==> config.mk <==
export PLATFORM = sky130hd
export DESIGN_NAME = line_keyword_flag_matcher
export DESIGN_NICKNAME = d
export VERILOG_FILES = /design/src/hw/rtl/lkfm_pkg.sv /design/src/hw/rtl/lkfm_core.sv /design/src/hw/rtl/line_keyword_flag_matcher.sv
export VERILOG_INCLUDE_DIRS = /design/src /design/src/hw/rtl
export SDC_FILE = /design/constraint.sdc
export NUM_CORES = 1
export LEC_CHECK = 0
export ABC_AREA = 1
export BUFFER_PORTS_ARGS = -buffer_cell sky130_fd_sc_hd__buf_2
export CAP_MARGIN = 40
export CORE_UTILIZATION = 51
export CTS_CLUSTER_SIZE = 14
export DETAILED_ROUTE_END_ITERATION = 10
export GPL_TIMING_DRIVEN = 0
export PLACE_DENSITY = 0.7
export SKIP_CTS_REPAIR_TIMING = 1
export SLEW_MARGIN = 20
export SYNTH_ARGS = -nofsm -noshare
export SYNTH_HDL_FRONTEND = slang
export SYNTH_HIERARCHICAL = 1
export SYNTH_SLANG_ARGS = --single-unit
==> constraint.sdc <==
create_clock -name clk_i -period 2.69 [get_ports clk_i]
set_clock_uncertainty 0.2 [all_clocks]
set_input_delay 0.1345 -clock clk_i [delete_from_list [all_inputs] [get_ports clk_i]]
set_output_delay 0.1345 -clock clk_i [all_outputs]
set_load 0.02 [all_outputs]
==> src/hw/rtl/assert_macros.svh <==
// Concurrent assertion macros used by the RTL top level.
// No dependencies; take in with `include where assertions are written.
`ifndef ASSERT_MACROS_SVH
`define ASSERT_MACROS_SVH

// Check an expression at every clock edge outside reset.
`define ASSERT_ALWAYS(lbl, clk, rst_n, expr, msg) \
  lbl: assert property (@(posedge clk) disable iff (!(rst_n)) (expr)) else $error(msg);

// Check that an antecedent implies a consequent in the same cycle.
`define ASSERT_IMPLIES(lbl, clk, rst_n, ante, cons, msg) \
  lbl: assert property (@(posedge clk) disable iff (!(rst_n)) (ante) |-> (cons)) \
    else $error(msg);

// Check that an antecedent implies a consequent in the next cycle.
`define ASSERT_NEXT(lbl, clk, rst_n, ante, cons, msg) \
  lbl: assert property (@(posedge clk) disable iff (!(rst_n)) (ante) |=> (cons)) \
    else $error(msg);

`endif

==> src/hw/rtl/lkfm_pkg.sv <==
// Package for the line keyword flag matcher: constants, keyword tables, types.
// No dependencies.
`default_nettype none

package lkfm_pkg;

  localparam int LINE_LEN  = 32;
  localparam int POS_W     = $clog2(LINE_LEN);
  localparam int KW_COUNT  = 7;
  localparam int KW_SLOTS  = 16;
  localparam int SLOT_W    = $clog2(KW_SLOTS);
  localparam int KW_LEN_W  = 4;

  localparam logic [7:0]        NEWLINE_BYTE = 8'd10;
  localparam logic [POS_W-1:0]  LAST_POS     = POS_W'(LINE_LEN - 1);
  localparam logic [KW_COUNT-1:0] ALL_KW     = '1;

  localparam logic [KW_LEN_W-1:0] KW_LEN [KW_COUNT] = '{
    4'd3, 4'd5, 4'd6, 4'd7, 4'd7, 4'd8, 4'd10
  };

  localparam logic [7:0] KW_TEXT [KW_COUNT][KW_SLOTS] = '{
    '{0: "C", 1: "A", 2: "N", default: 8'h00},
    '{0: "R", 1: "S", 2: "4", 3: "8", 4: "5", default: 8'h00},
    '{0: "P", 1: "C", 2: "_", 3: "C", 4: "O", 5: "M", default: 8'h00},
    '{0: "C", 1: "U", 2: "R", 3: "R", 4: "E", 5: "N", 6: "T", default: 8'h00},
    '{0: "V", 1: "O", 2: "L", 3: "T", 4: "A", 5: "G", 6: "E", default: 8'h00},
    '{0: "O", 1: "V", 2: "E", 3: "R", 4: "F", 5: "L", 6: "O", 7: "W",
      default: 8'h00},
    '{0: "T", 1: "E", 2: "M", 3: "P", 4: "E", 5: "R", 6: "A", 7: "T",
      8: "U", 9: "R", default: 8'h00}
  };

  typedef struct packed {
    logic [POS_W-1:0]    pos;
    logic [KW_COUNT-1:0] alive;
    logic [KW_COUNT-1:0] flags;
  } state_t;

  typedef struct packed {
    logic                done;
    logic [KW_COUNT-1:0] hits;
    logic [KW_COUNT-1:0] flags;
  } result_t;

endpackage

`default_nettype wire

==> src/hw/rtl/lkfm_core.sv <==
// Per-byte match logic: next line state, hits and sticky flags for one byte.
// Depends on lkfm_pkg.
`default_nettype none

module lkfm_core (
  input  lkfm_pkg::state_t  state_i,
  input  logic [7:0]        rx_byte_i,
  input  logic              clear_flags_i,
  output lkfm_pkg::state_t  state_o,
  output lkfm_pkg::result_t result_o
);

  logic                          is_nl;
  logic [lkfm_pkg::KW_COUNT-1:0] flags_base;
  logic [lkfm_pkg::KW_COUNT-1:0] hits;
  logic [lkfm_pkg::KW_COUNT-1:0] miss;
  logic [lkfm_pkg::SLOT_W-1:0]   slot;

  assign is_nl = (rx_byte_i == lkfm_pkg::NEWLINE_BYTE);
  assign flags_base = clear_flags_i ? '0 : state_i.flags;
  assign slot = state_i.pos[lkfm_pkg::SLOT_W-1:0];

  always_comb begin
    for (int k = 0; k < lkfm_pkg::KW_COUNT; k++) begin
      hits[k] = state_i.alive[k] &&
                (state_i.pos >= lkfm_pkg::POS_W'(lkfm_pkg::KW_LEN[k]));
      miss[k] = (state_i.pos < lkfm_pkg::POS_W'(lkfm_pkg::KW_LEN[k])) &&
                (rx_byte_i != lkfm_pkg::KW_TEXT[k][slot]);
    end
  end

  always_comb begin
    state_o = state_i;
    result_o.done  = 1'b0;
    result_o.hits  = '0;
    if (is_nl) begin
      state_o.pos   = '0;
      state_o.alive = lkfm_pkg::ALL_KW;
      state_o.flags = flags_base | hits;
      result_o.done = 1'b1;
      result_o.hits = hits;
    end else begin
      state_o.flags = flags_base;
      if (state_i.pos == lkfm_pkg::LAST_POS) begin
        state_o.pos   = '0;
        state_o.alive = lkfm_pkg::ALL_KW;
      end else begin
        state_o.pos   = state_i.pos + 1'b1;
        state_o.alive = state_i.alive & ~miss;
      end
    end
    result_o.flags = state_o.flags;
  end

endmodule

`default_nettype wire

==> src/hw/rtl/line_keyword_flag_matcher.sv <==
// Line keyword flag matcher top level: input stage, line state, result stage.
// Depends on lkfm_pkg, lkfm_core and assert_macros.svh.
// Path: each byte is registered in the input stage, then its result in the result stage.
// Throughput: one byte per cycle; input stalls only while a held result blocks it.
// Reset: rst_ni low clears both stage valids, line position and flags, and sets all keywords alive.
`default_nettype none
`include "assert_macros.svh"

module line_keyword_flag_matcher (
  input  logic        clk_i,
  input  logic        rst_ni,
  input  logic        s_axis_tvalid,
  output logic        s_axis_tready,
  input  logic [7:0]  s_axis_tdata,  // [7:0] rx_byte
  input  logic        s_axis_tuser,  // [0] clear_flags
  output logic        m_axis_tvalid,
  input  logic        m_axis_tready,
  output logic [15:0] m_axis_tdata,  // [6:0] line_hits, [13:7] test_flags, [15:14] zero
  output logic        m_axis_tlast   // line_done
);

  logic              in_v_q, in_v_d;
  logic              out_v_q, out_v_d;
  logic [7:0]        in_byte_q;
  logic              in_clr_q;
  lkfm_pkg::state_t  state_q, state_d;
  lkfm_pkg::result_t res_q, res_d;
  logic              out_ready;
  logic              fire;

  assign out_ready     = !out_v_q || m_axis_tready;
  assign s_axis_tready = !in_v_q || out_ready;
  assign fire          = in_v_q && out_ready;

  assign in_v_d  = s_axis_tready ? s_axis_tvalid : in_v_q;
  assign out_v_d = out_ready ? in_v_q : out_v_q;

  lkfm_core u_core (
    .state_i       (state_q),
    .rx_byte_i     (in_byte_q),
    .clear_flags_i (in_clr_q),
    .state_o       (state_d),
    .result_o      (res_d)
  );

  always_ff @(posedge clk_i or negedge rst_ni) begin
    if (!rst_ni) begin
      in_v_q        <= 1'b0;
      out_v_q       <= 1'b0;
      state_q.pos   <= '0;
      state_q.alive <= lkfm_pkg::ALL_KW;
      state_q.flags <= '0;
    end else begin
      in_v_q  <= in_v_d;
      out_v_q <= out_v_d;
      if (fire) begin
        state_q <= state_d;
      end
    end
  end

  // hold payload until the stage advances
  always_ff @(posedge clk_i) begin
    if (s_axis_tready && s_axis_tvalid) begin
      in_byte_q <= s_axis_tdata;
      in_clr_q  <= s_axis_tuser;
    end
    if (fire) begin
      res_q <= res_d;
    end
  end

  assign m_axis_tvalid = out_v_q;
  assign m_axis_tlast  = res_q.done;
  assign m_axis_tdata  = {2'b00, res_q.flags, res_q.hits};

  `ASSERT_IMPLIES(a_hits_need_done, clk_i, rst_ni, out_v_q && (res_q.hits != '0),
    res_q.done, "hits reported without line end")
  `ASSERT_IMPLIES(a_hits_in_flags, clk_i, rst_ni, out_v_q,
    (res_q.hits & ~res_q.flags) == '0, "hit not reflected in sticky flags")
  `ASSERT_NEXT(a_newline_restart, clk_i, rst_ni,
    fire && (in_byte_q == lkfm_pkg::NEWLINE_BYTE),
    (state_q.pos == '0) && (state_q.alive == lkfm_pkg::ALL_KW),
    "line state not restarted after newline")
  `ASSERT_NEXT(a_input_holds, clk_i, rst_ni, in_v_q && !out_ready,
    in_v_q && $stable(in_byte_q) && $stable(in_clr_q), "stalled input stage lost its byte")

endmodule

`default_nettype wire
* Word-level counts from Yosys, hierarchy flattened
Memory sizes are Yosys's and may differ from the RTL's. Index checks and enable logic that the tools add are counted.
Word-level totals: flip-flop bits (word level) 45, ROM bits 896, bits of input ports 13, output and inout bits 19, logic and storage cells 82, memories 7
Memory list:
- (no name shown) | words 16, width 8, read ports 1, clocked after memory_dff 0, write ports 0, line lkfm_core.sv:28 | (rx_byte_i != lkfm_pkg::KW_TEXT[k][slot]);
- (no name shown) | words 16, width 8, read ports 1, clocked after memory_dff 0, write ports 0, line lkfm_core.sv:28
- (no name shown) | words 16, width 8, read ports 1, clocked after memory_dff 0, write ports 0, line lkfm_core.sv:28
- (no name shown) | words 16, width 8, read ports 1, clocked after memory_dff 0, write ports 0, line lkfm_core.sv:28
- (no name shown) | words 16, width 8, read ports 1, clocked after memory_dff 0, write ports 0, line lkfm_core.sv:28
- (no name shown) | words 16, width 8, read ports 1, clocked after memory_dff 0, write ports 0, line lkfm_core.sv:28
- +1 memories
Cells by class: $add $sub $neg 1, magnitude comparators 13, equal/unequal tests 9, muxes and demuxes 18, bitwise operators 4, reduce and logical (&&, ||, !) cells 20
Operators with widths (number):
- two-way mux 8 bit | 15
- inequality test 8 bit | 7
- two-way mux 19 bit | 1
- logical AND 1 bit | 16
- >= comparator 5 x 3 -> 1 bit, second input constant | 3
- less-than comparator 5 x 3 -> 1 bit, second input constant | 3
- two-way mux 12 bit | 1
- >= comparator 5 x 4 -> 1 bit, second input constant | 2
- less-than comparator 5 x 4 -> 1 bit, second input constant | 2
- == test 8 x 4 -> 1 bit, second input constant | 1
- AND 7 bit | 1
- two-way mux 7 bit | 1
- NOT 7 bit | 1
- bitwise OR 7 bit | 1
- adder 5 x 1 -> 5 bit, second input constant | 1
- == test 5 bit, second input constant | 1
- >= comparator 5 x 2 -> 1 bit, second input constant | 1
- >= comparator 5 bit, second input constant | 1
- less-than comparator 5 x 2 -> 1 bit, second input constant | 1
- NOT 4 -> 5 bit | 1
- logical NOT 1 bit | 2
- logical OR 1 bit | 2

* Logic depth before layout (Yosys ltp)
Gate-level depths: netlist of run 1.
word-level depth 10, gate-level depth with buffers 14, mapped depth without buffers 14

* Cells and area by module
Netlist of run 1, hierarchy kept.
Modules (own cells, without submodules):
- lkfm_core | times used 1, cells an instance 318, area an instance 1625.3 sq um, sequential area each 0.0 sq um
- line_keyword_flag_matcher | times used 1, cells an instance 120, area an instance 1589.0 sq um, sequential area each 1255.0 sq um

* Least setup slack after synthesis of run 1
No wires, ideal clock.
path type register -> register, from reg state_q[14] (netlist name), to reg state_q[13] (netlist name), library setup time 0.060 ns, data arrival time 1.745 ns, required time 2.430 ns, setup slack 0.685 ns, cell stages (with the launch flop) 14, path buffers 0, clock period less this slack 2.005 ns, cells stage by stage dfrtp_1 inv_1 ha_1 inv_1 nand2_1 nand2_1 nor2_1 nor2_1 o21ai_0 nor2_1 nand3_1 nand2_1 nand3_1 nand2_1
RTL lines:
- start: declaration | line line_keyword_flag_matcher.sv:26 | lkfm_pkg::state_t state_q, state_d;
- start signal: assignment | line line_keyword_flag_matcher.sv:57 | state_q <= state_d;

==> impl_metrics.json, run 1 <==
{
  "status": "finished clean",
  "grt_remaining_overflow": 0,
  "viasPerCell": 5.36,
  "max-slew-margin-rel": 0.594,
  "final_layout_size_suffix_gt1_frac": 0.203,
  "cp_data_arrival_time_ns": 2.47,
  "detailroute.via_count": 3017,
  "drc": 0,
  "finalNonFillerCells": 563,
  "syn_area_sq_um": 3210,
  "synth_cell_type_count": 33,
  "die_y_um": 81.4,
  "regArea_sq_um": 1260,
  "clockRootBuffer": "clkbuf_8",
  "synth-seq-cells": 45,
  "drt_first_pass_iters": 6,
  "maxCapViolCount": 0,
  "routed_wl_um": 8330,
  "slowest_delay_ns": 0.49,
  "synth_area_leaders": "edfxtp_1, nand2_1, dfrtp_1",
  "reg2regPathDepth": 13,
  "grt_pass1_wl_um": 13400,
  "numPortBuffers": 29,
  "cpMaxStageDelayCell": "dfrtp_2",
  "p_leak_uw": 0.00188,
  "area_delta_synth_final_pct": 14.7,
  "gp_congestion": 0.974,
  "synth_largest_area_cell": "edfxtp_1",
  "rsz0062_at_grt": "false",
  "grt_max_degree": 22,
  "whs_path_depth": 6,
  "reg2reg_to": "state_q[13]",
  "cp_cell_sequence": "inv_1, ha_1, inv_1, nand2_1, nand2_1, nor2_1, nor2_1, o21ai_0, nor2_1, nand3_1, nand2_1, nand3_1, nand2_1",
  "finalHoldViolCount": 0,
  "diodes": 0,
  "critPathKind": "register to register",
  "cp.required_ns": 2.74,
  "cts_tree": "yes",
  "reg2reg_slack_ns": 0.26,
  "nNetsFinal": 512,
  "rows": 28,
  "reg2reg_from": "state_q[14]",
  "synthesis.instances": 438,
  "cp_common_cell": "nand2_1",
  "maxSlewViolCount": 0,
  "routedWlPerCell_um": 14.8,
  "path_max_fanout": 9,
  "fin_total_pwr_uw": 3300,
  "drt-initial-drc-count": 326,
  "dpl.hpwl_um": 6060,
  "start_util": 0.537,
  "cp-start-kind": "register",
  "fp.dieW_um": 81.4,
  "ys_warn_count": 6,
  "dp_cells": 543,
  "num_io_pins": 32,
  "setup_violations": 0,
  "ir_drop_mv": 0.442,
  "setup_tns_ns": 0,
  "final_cell_mix": "nand2_1, nand3_1, nor2_1",
  "insertion_delay_ns": 0.30,
  "antenna_left": 0,
  "cts_buffers": 5,
  "hp-start": "m_axis_tready",
  "worst_pin_slew_ns": 0.609,
  "synth_area_per_cell_sq_um": 7.34,
  "fin_crit_sh": 0.902,
  "final_common_cell": "nand2_1",
  "endpoint_kind": "register",
  "clockBufferDepth": 2,
  "grt_pass1_vias": 2777,
  "hold-path-endpoint": "state_q[6]",
  "grtUsageTotal": 0.271,
  "cts.sinks": 45,
  "timing.fmax_ghz": 0.412,
  "antenna_found_initial": 0,
  "post-route-min-period_ns": 2.43,
  "p_per_area_nw_per_um2": 894,
  "n_fill_cell": 560,
  "synth_seq_area_share": 0.390,
  "multi_input_comb_area_sq_um": 1600,
  "hold_class": "input port to register",
  "core-area_sq_um": 5990,
  "die_area_sq_um": 6620,
  "htreeDepth": 2,
  "synth_top_area_frac": 0.224,
  "clk_pin_slew_ns": 0.08,
  "final_util": 0.615
}
synth_stat cells, drive strengths merged:
cell / instances
a21o: 1
a21oi: 4
buf: 27
clkinv: 2
conb: 1
dfrtp: 14
dfstp: 7
edfxtp: 24
ha: 12
inv: 34
nand2: 167
nand3: 51
nand3b: 1
nand4: 8
nor2: 47
nor3: 3
o211ai: 4
o21ai: 22
o22ai: 1
or2: 3
xor2: 5
registers in the layout, indices dropped and copies added, names as in the netlist:
name           flops
in_v_q             1
in_clr_q           1
m_axis_tdata      14
state_q           19
m_axis_tlast       1
m_axis_tvalid      1
in_byte_q          8
per-stage QoR:
step	hold slack (ns)	setup slack, ns	instance area, sq um
2_1_floorplan	-0.361	0.685	3220
3_3_place_gp	-0.0806	0.186	3460
3_5_place_dp	-0.0806	0.214	3460
4_1_cts	-0.403	0.187	3560
5_1_grt	0.161	0.0336	3690
6_report	0.0702	0.263	3690
layer usage:
layer  global-route usage  part of all wire  vias to the layer above
met1                0.388              0.46                     1373
met5                    0                 0                        -
met4               0.0589             0.011                        0
met3               0.0618             0.077                       12
li1                     -                 -                     1496
met2                0.415              0.45                      136
worst max path at each step:
stage                      from           to  slack, ns  cells past startpoint
detailed placement  state_q[14]  state_q[13]       0.21                     13
global placement    state_q[14]  state_q[13]       0.19                     13
global route        state_q[14]  state_q[13]       0.03                     13
CTS                 state_q[14]  state_q[13]       0.19                     13
finish              state_q[14]  state_q[13]       0.26                     13
floorplan           state_q[14]  state_q[13]       0.68                     13
report_power, final:
group | switching (uW) | internal [uW]
sequential | 96.4 | 819
clock | 226 | 276
combinational | 1260 | 618
kinds of logic (layout without fill, tap and decap cells):
kind of cell,count (synthesis),count (layout),synth area share
xor gates and xnor gates,5,5,0.0136
other,1,2,0.00117
adders and majority gates,12,12,0.0467
DFF,45,45,0.390
AOI/OAI and AO/OA,32,32,0.0564
and+or+nand+nor,280,280,0.380
buffers and inverters,63,112,0.112
worst max-delay path: cells and delay by family (launching register included):
kind                     cells  cell delay, ns
AND/OR/NAND/NOR              9            0.85
AO/OA/AOI/OAI                1            0.09
flip-flops                   1            0.49
adder cells (fa/ha/maj)      1            0.30
buffers and inverters        2            0.45
area by class of cell:
type | instances | share of cell area
buffer | 27 | 0.0580
clock buffer | 6 | 0.0197
clock inverter | 2 | 0.00950
inverter | 36 | 0.0394
multi-input combinational | 331 | 0.435
sequential | 45 | 0.341
tap | 75 | 0.0254
timing repair buffer | 41 | 0.0719
Note: power is estimated with default switching activity, not from simulation.
==> run 2: changes to the inputs <==
Settings changed: BUFFER_PORTS_ARGS -buffer_cell sky130_fd_sc_hd__buf_2 to default, DONT_BUFFER_PORTS from default to 1, PLACE_DENSITY 0.7 to 0.66.
==> run 2 against run 1 <==
Compared with the run above: combinational power down 2%; sequential power up 3.8%; core utilization down 2.1 points; die area unchanged; setup slack worse by 0.018 ns.
==> impl_metrics.json, run 2 (synthesis gave the netlist of run 1 again) <==
{
  "grt_max_degree": 22,
  "crit_buf_inv": 2,
  "area_delta_synth_final_pct": 10.9,
  "antenna_left": 0,
  "clockRootBuffer": "clkbuf_8",
  "drt_first_pass_iters": 5,
  "nNetsFinal": 486,
  "post-route-min-period_ns": 2.44,
  "final_common_cell": "nand2_1",
  "detailroute.via_count": 2945,
  "critPathKind": "register to register",
  "die_y_um": 81.4,
  "max-slew-margin-rel": 0.587,
  "setup_violations": 0,
  "design_area_sq_um": 3560,
  "insertion_delay_ns": 0.30,
  "fin_crit_sh": 0.909,
  "clockBufferDepth": 2,
  "cp-start-kind": "register",
  "largest_reg_flops": 19,
  "cp_common_cell": "nand2_1",
  "final_cell_mix": "nand2_1, nand3_1, nor2_1",
  "clk_pin_slew_ns": 0.09,
  "drc": 0,
  "core-area_sq_um": 5990,
  "endpoint_kind": "register",
  "htreeDepth": 2,
  "cp.required_ns": 2.74,
  "fin_ws_ns": 0.245,
  "numPortBuffers": 0,
  "fp.dieW_um": 81.4,
  "cp_data_arrival_time_ns": 2.50,
  "grt_pass1_vias": 2584,
  "diodes": 0,
  "start_util": 0.537,
  "maxCapViolCount": 0,
  "grt_remaining_overflow": 0,
  "routedWlPerCell_um": 15.8,
  "max_flop_register": "state_q",
  "path_max_fanout": 9,
  "cts.sinks": 45,
  "pre_cts_ws_ns": 0.182,
  "cts_buffers": 5,
  "timing.fmax_ghz": 0.409,
  "drt-initial-drc-count": 274,
  "num_io_pins": 32,
  "worst_pin_slew_ns": 0.619,
  "routed_wl_um": 8480,
  "cp_cell_sequence": "inv_1, ha_1, inv_1, nand2_1, nand2_1, nor2_1, nor2_1, o21ai_0, nor2_1, nand3_1, nand2_1, nand3_1, nand2_1",
  "dpl.hpwl_um": 6190,
  "antenna_found_initial": 0,
  "slowest_delay_ns": 0.49,
  "placed_cell_area_sq_um": 3310,
  "grt_pass1_wl_um": 13200,
  "grtUsageTotal": 0.275,
  "gp_congestion": 0.960,
  "p_per_area_nw_per_um2": 900,
  "maxSlewViolCount": 0,
  "cts_tree": "yes",
  "die_area_sq_um": 6620,
  "hold_class": "input port to asynchronous set/reset pin",
  "ir_drop_mv": 0.487,
  "finalHoldViolCount": 0,
  "critPathTopFamily": "simple AND/OR/NAND/NOR gates",
  "rows": 28,
  "setup_tns_ns": 0,
  "p_leak_uw": 0.00177,
  "final_layout_size_suffix_gt1_frac": 0.156,
  "viasPerCell": 5.48,
  "status": "finished clean",
  "cpMaxStageDelayCell": "dfrtp_2",
  "rsz0062_at_grt": "false"
}
run 2: final timing paths:
check	startpoint	end	slack, ns	depth (start not counted)
max in group asynchronous	rst_ni	state_q[11]	2.01	2
setup / recovery	state_q[14]	state_q[13]	0.25	13
hold / removal	rst_ni	state_q[6]	0.04	2
hold reg to reg	state_q[12]	state_q[12]	0.27	2
min in group clk_i	s_axis_tdata[4]	in_byte_q[4]	0.26	1
setup reg to reg	state_q[14]	state_q[13]	0.25	13
run 2: layer usage:
metal  wire (um)  track usage  vias to the layer above
met3         559       0.0506                       12
met1        3980        0.400                     1376
li1            -            -                     1445
met2        3820        0.414                      112
met5           0            0                        -
met4         114       0.0732                        0
run 2: where the power goes:
part           switching [uW]  internal, uW
clock network             237           185
registers                 128           821
logic                    1230           601
run 2: through the flow:
step	util	cells	power (uW)	hold WS, ns
finish	0.595	537	3210	0.0421
global route	0.595	537	3490	0.0489
CTS	0.568	522	3140	-0.697
detailed placement	0.553	514	2720	-0.361
global placement	0.553	514	2710	-0.361
floorplan	-	439	2310	-0.361
run 2: cell type report:
class / count / area [sq um]
clock buffer: 5 / 68.8
sequential: 45 / 1260
inverter: 36 / 145
fill: 585 / 2430
clock inverter: 3 / 20.0
tap: 75 / 93.8
timing repair buffer: 15 / 160
buffer: 27 / 214
multi-input combinational: 331 / 1600
==> run 3: changes to the inputs <==
Clock period 2.69 ns to 2.35 ns, I/O delays scaled along.
==> run 3 against run 2 <==
Compared with the run above: register-to-register slack got worse by 0.099 ns; critical path type unchanged; sequential power up 13%; total power grew 21%.
==> impl_metrics.json, run 3 (synthesis gave the netlist of run 1 again) <==
{
  "status": "finished clean",
  "grt_max_degree": 22,
  "cp_data_arrival_time_ns": 2.24,
  "reg2reg_from": "in_byte_q[2]",
  "start_util": 0.537,
  "crit_buf_inv": 3,
  "setup_violations": 0,
  "reg2reg_to": "state_q[2]",
  "clockRootBuffer": "clkbuf_8",
  "post-route-min-period_ns": 2.20,
  "maxCapViolCount": 0,
  "drt_first_pass_iters": 5,
  "finalHoldViolCount": 0,
  "cp_cell_sequence": "inv_2, nand4_4, nor3_4, inv_2, o21ai_0, buf_4, nand3_1, nand2_1",
  "met3WireLength_um": 547,
  "final_common_cell": "nand2_1",
  "area_delta_synth_final_pct": 13.5,
  "fp.dieW_um": 81.4,
  "cpMaxStageDelayCell": "edfxtp_1",
  "diodes": 0,
  "cp-start-kind": "register",
  "gp_congestion": 0.960,
  "final_cell_mix": "nand2_1, nand3_1, nor2_1",
  "endpoint_kind": "register",
  "finalNonFillerCells": 543,
  "cp.required_ns": 2.39,
  "grt_remaining_overflow": 0,
  "grt_pass1_vias": 2584,
  "antenna_found_initial": 0,
  "path_max_fanout": 10,
  "fin_ws_ns": 0.146,
  "dp_cells": 514,
  "die_area_sq_um": 6620,
  "core-area_sq_um": 5990,
  "fin_total_pwr_uw": 3870,
  "reg2regPathDepth": 8,
  "slowest_delay_ns": 0.54,
  "multi_input_comb_area_sq_um": 1630,
  "numPortBuffers": 0,
  "routedWlPerCell_um": 15.9,
  "reg2reg_slack_ns": 0.15,
  "largest_reg_flops": 19,
  "wl_met2_um": 3930,
  "dr.max_layer_used": "met4",
  "drt-initial-drc-count": 216,
  "cts.sinks": 45,
  "critPathTopFamily": "simple AND/OR/NAND/NOR gates",
  "max-slew-margin-rel": 0.591,
  "viasPerCell": 5.49,
  "insertion_delay_ns": 0.30,
  "htreeDepth": 2,
  "detailroute.via_count": 2979,
  "routed_wl_um": 8660,
  "cp_common_cell": "inv_2",
  "regArea_sq_um": 1260,
  "cts_buffers": 5,
  "final_layout_size_suffix_gt1_frac": 0.182,
  "drc": 0,
  "wl_met1_um": 4060,
  "grtUsageTotal": 0.275,
  "timing.fmax_ghz": 0.454,
  "pre_cts_ws_ns": -0.158,
  "rows": 28,
  "fin_crit_sh": 0.938,
  "p_per_area_nw_per_um2": 1060,
  "critPathKind": "register to register",
  "setup_tns_ns": 0,
  "placed_cell_area_sq_um": 3310,
  "ir_drop_mv": 0.636,
  "num_io_pins": 32,
  "die_y_um": 81.4,
  "clockBufferDepth": 2,
  "max_flop_register": "state_q",
  "worst_pin_slew_ns": 0.612,
  "n_fill_cell": 571,
  "nNetsFinal": 492,
  "hold_class": "input port to asynchronous set/reset pin",
  "antenna_left": 0,
  "cp-startpoint": "in_byte_q[2]",
  "maxSlewViolCount": 0,
  "grt_pass1_wl_um": 13200,
  "dpl.hpwl_um": 6190,
  "cts_tree": "yes",
  "design_area_sq_um": 3650,
  "p_leak_uw": 0.00180,
  "clk_pin_slew_ns": 0.09
}
[run 3: cell count changes in the layout (fill, tap and decap cells not counted), sizes merged]
cell | before | now
inv | 36 | 35
dlygate4sd3 | 14 | 13
clkinvlp | 0 | 1
buf | 28 | 35
[run 3: metal layers]
layer | vias to the layer above | global-route usage
met2 | 114 | 0.414
met4 | 0 | 0.0732
met1 | 1398 | 0.400
met5 | - | 0
met3 | 12 | 0.0506
li1 | 1455 | -
[run 3: worst max-delay path by stage]
stage	endpoint	slack (ns)	cells past startpoint
after global placement	state_q[13]	-0.20	13
after detailed placement	state_q[13]	-0.16	13
after global routing	state_q[13]	-0.01	13
after CTS	state_q[13]	-0.17	13
final	state_q[2]	0.15	8
after floorplan	state_q[13]	0.34	13
[run 3: cell type report]
| type | instances | area share |
|---|---|---|
| timing repair buffer | 21 | 0.0590 |
| tap | 75 | 0.0257 |
| multi-input combinational | 331 | 0.447 |
| clock buffer | 5 | 0.0189 |
| clock inverter | 3 | 0.00549 |
| inverter | 36 | 0.0408 |
| buffer | 27 | 0.0587 |
| sequential | 45 | 0.345 |
[run 3: worst reg2reg max path: cells and delay by family, from the launching register on]
| family | cells | cell delay [ns] |
|---|---|---|
| and+or+nand+nor | 4 | 0.60 |
| AOI/OAI and AO/OA | 1 | 0.27 |
| buffers and inverters | 3 | 0.54 |
| DFF | 1 | 0.54 |
[run 3: power by group]
group | leakage, uW | total [uW] | internal, uW | switching [uW]
Clock | 0.0000489 | 486 | 212 | 274
Combinational | 0.00126 | 2320 | 822 | 1500
Sequential | 0.000492 | 1070 | 940 | 130
Total | 0.00180 | 3870 | 1970 | 1900
[run 3: per-stage QoR]
stage          hold WS, ns   util
6_report            0.0221  0.609
5_1_grt             0.0319  0.609
3_5_place_dp        -0.378  0.553
4_1_cts             -0.714  0.568
2_1_floorplan       -0.378      -
3_3_place_gp        -0.378  0.553
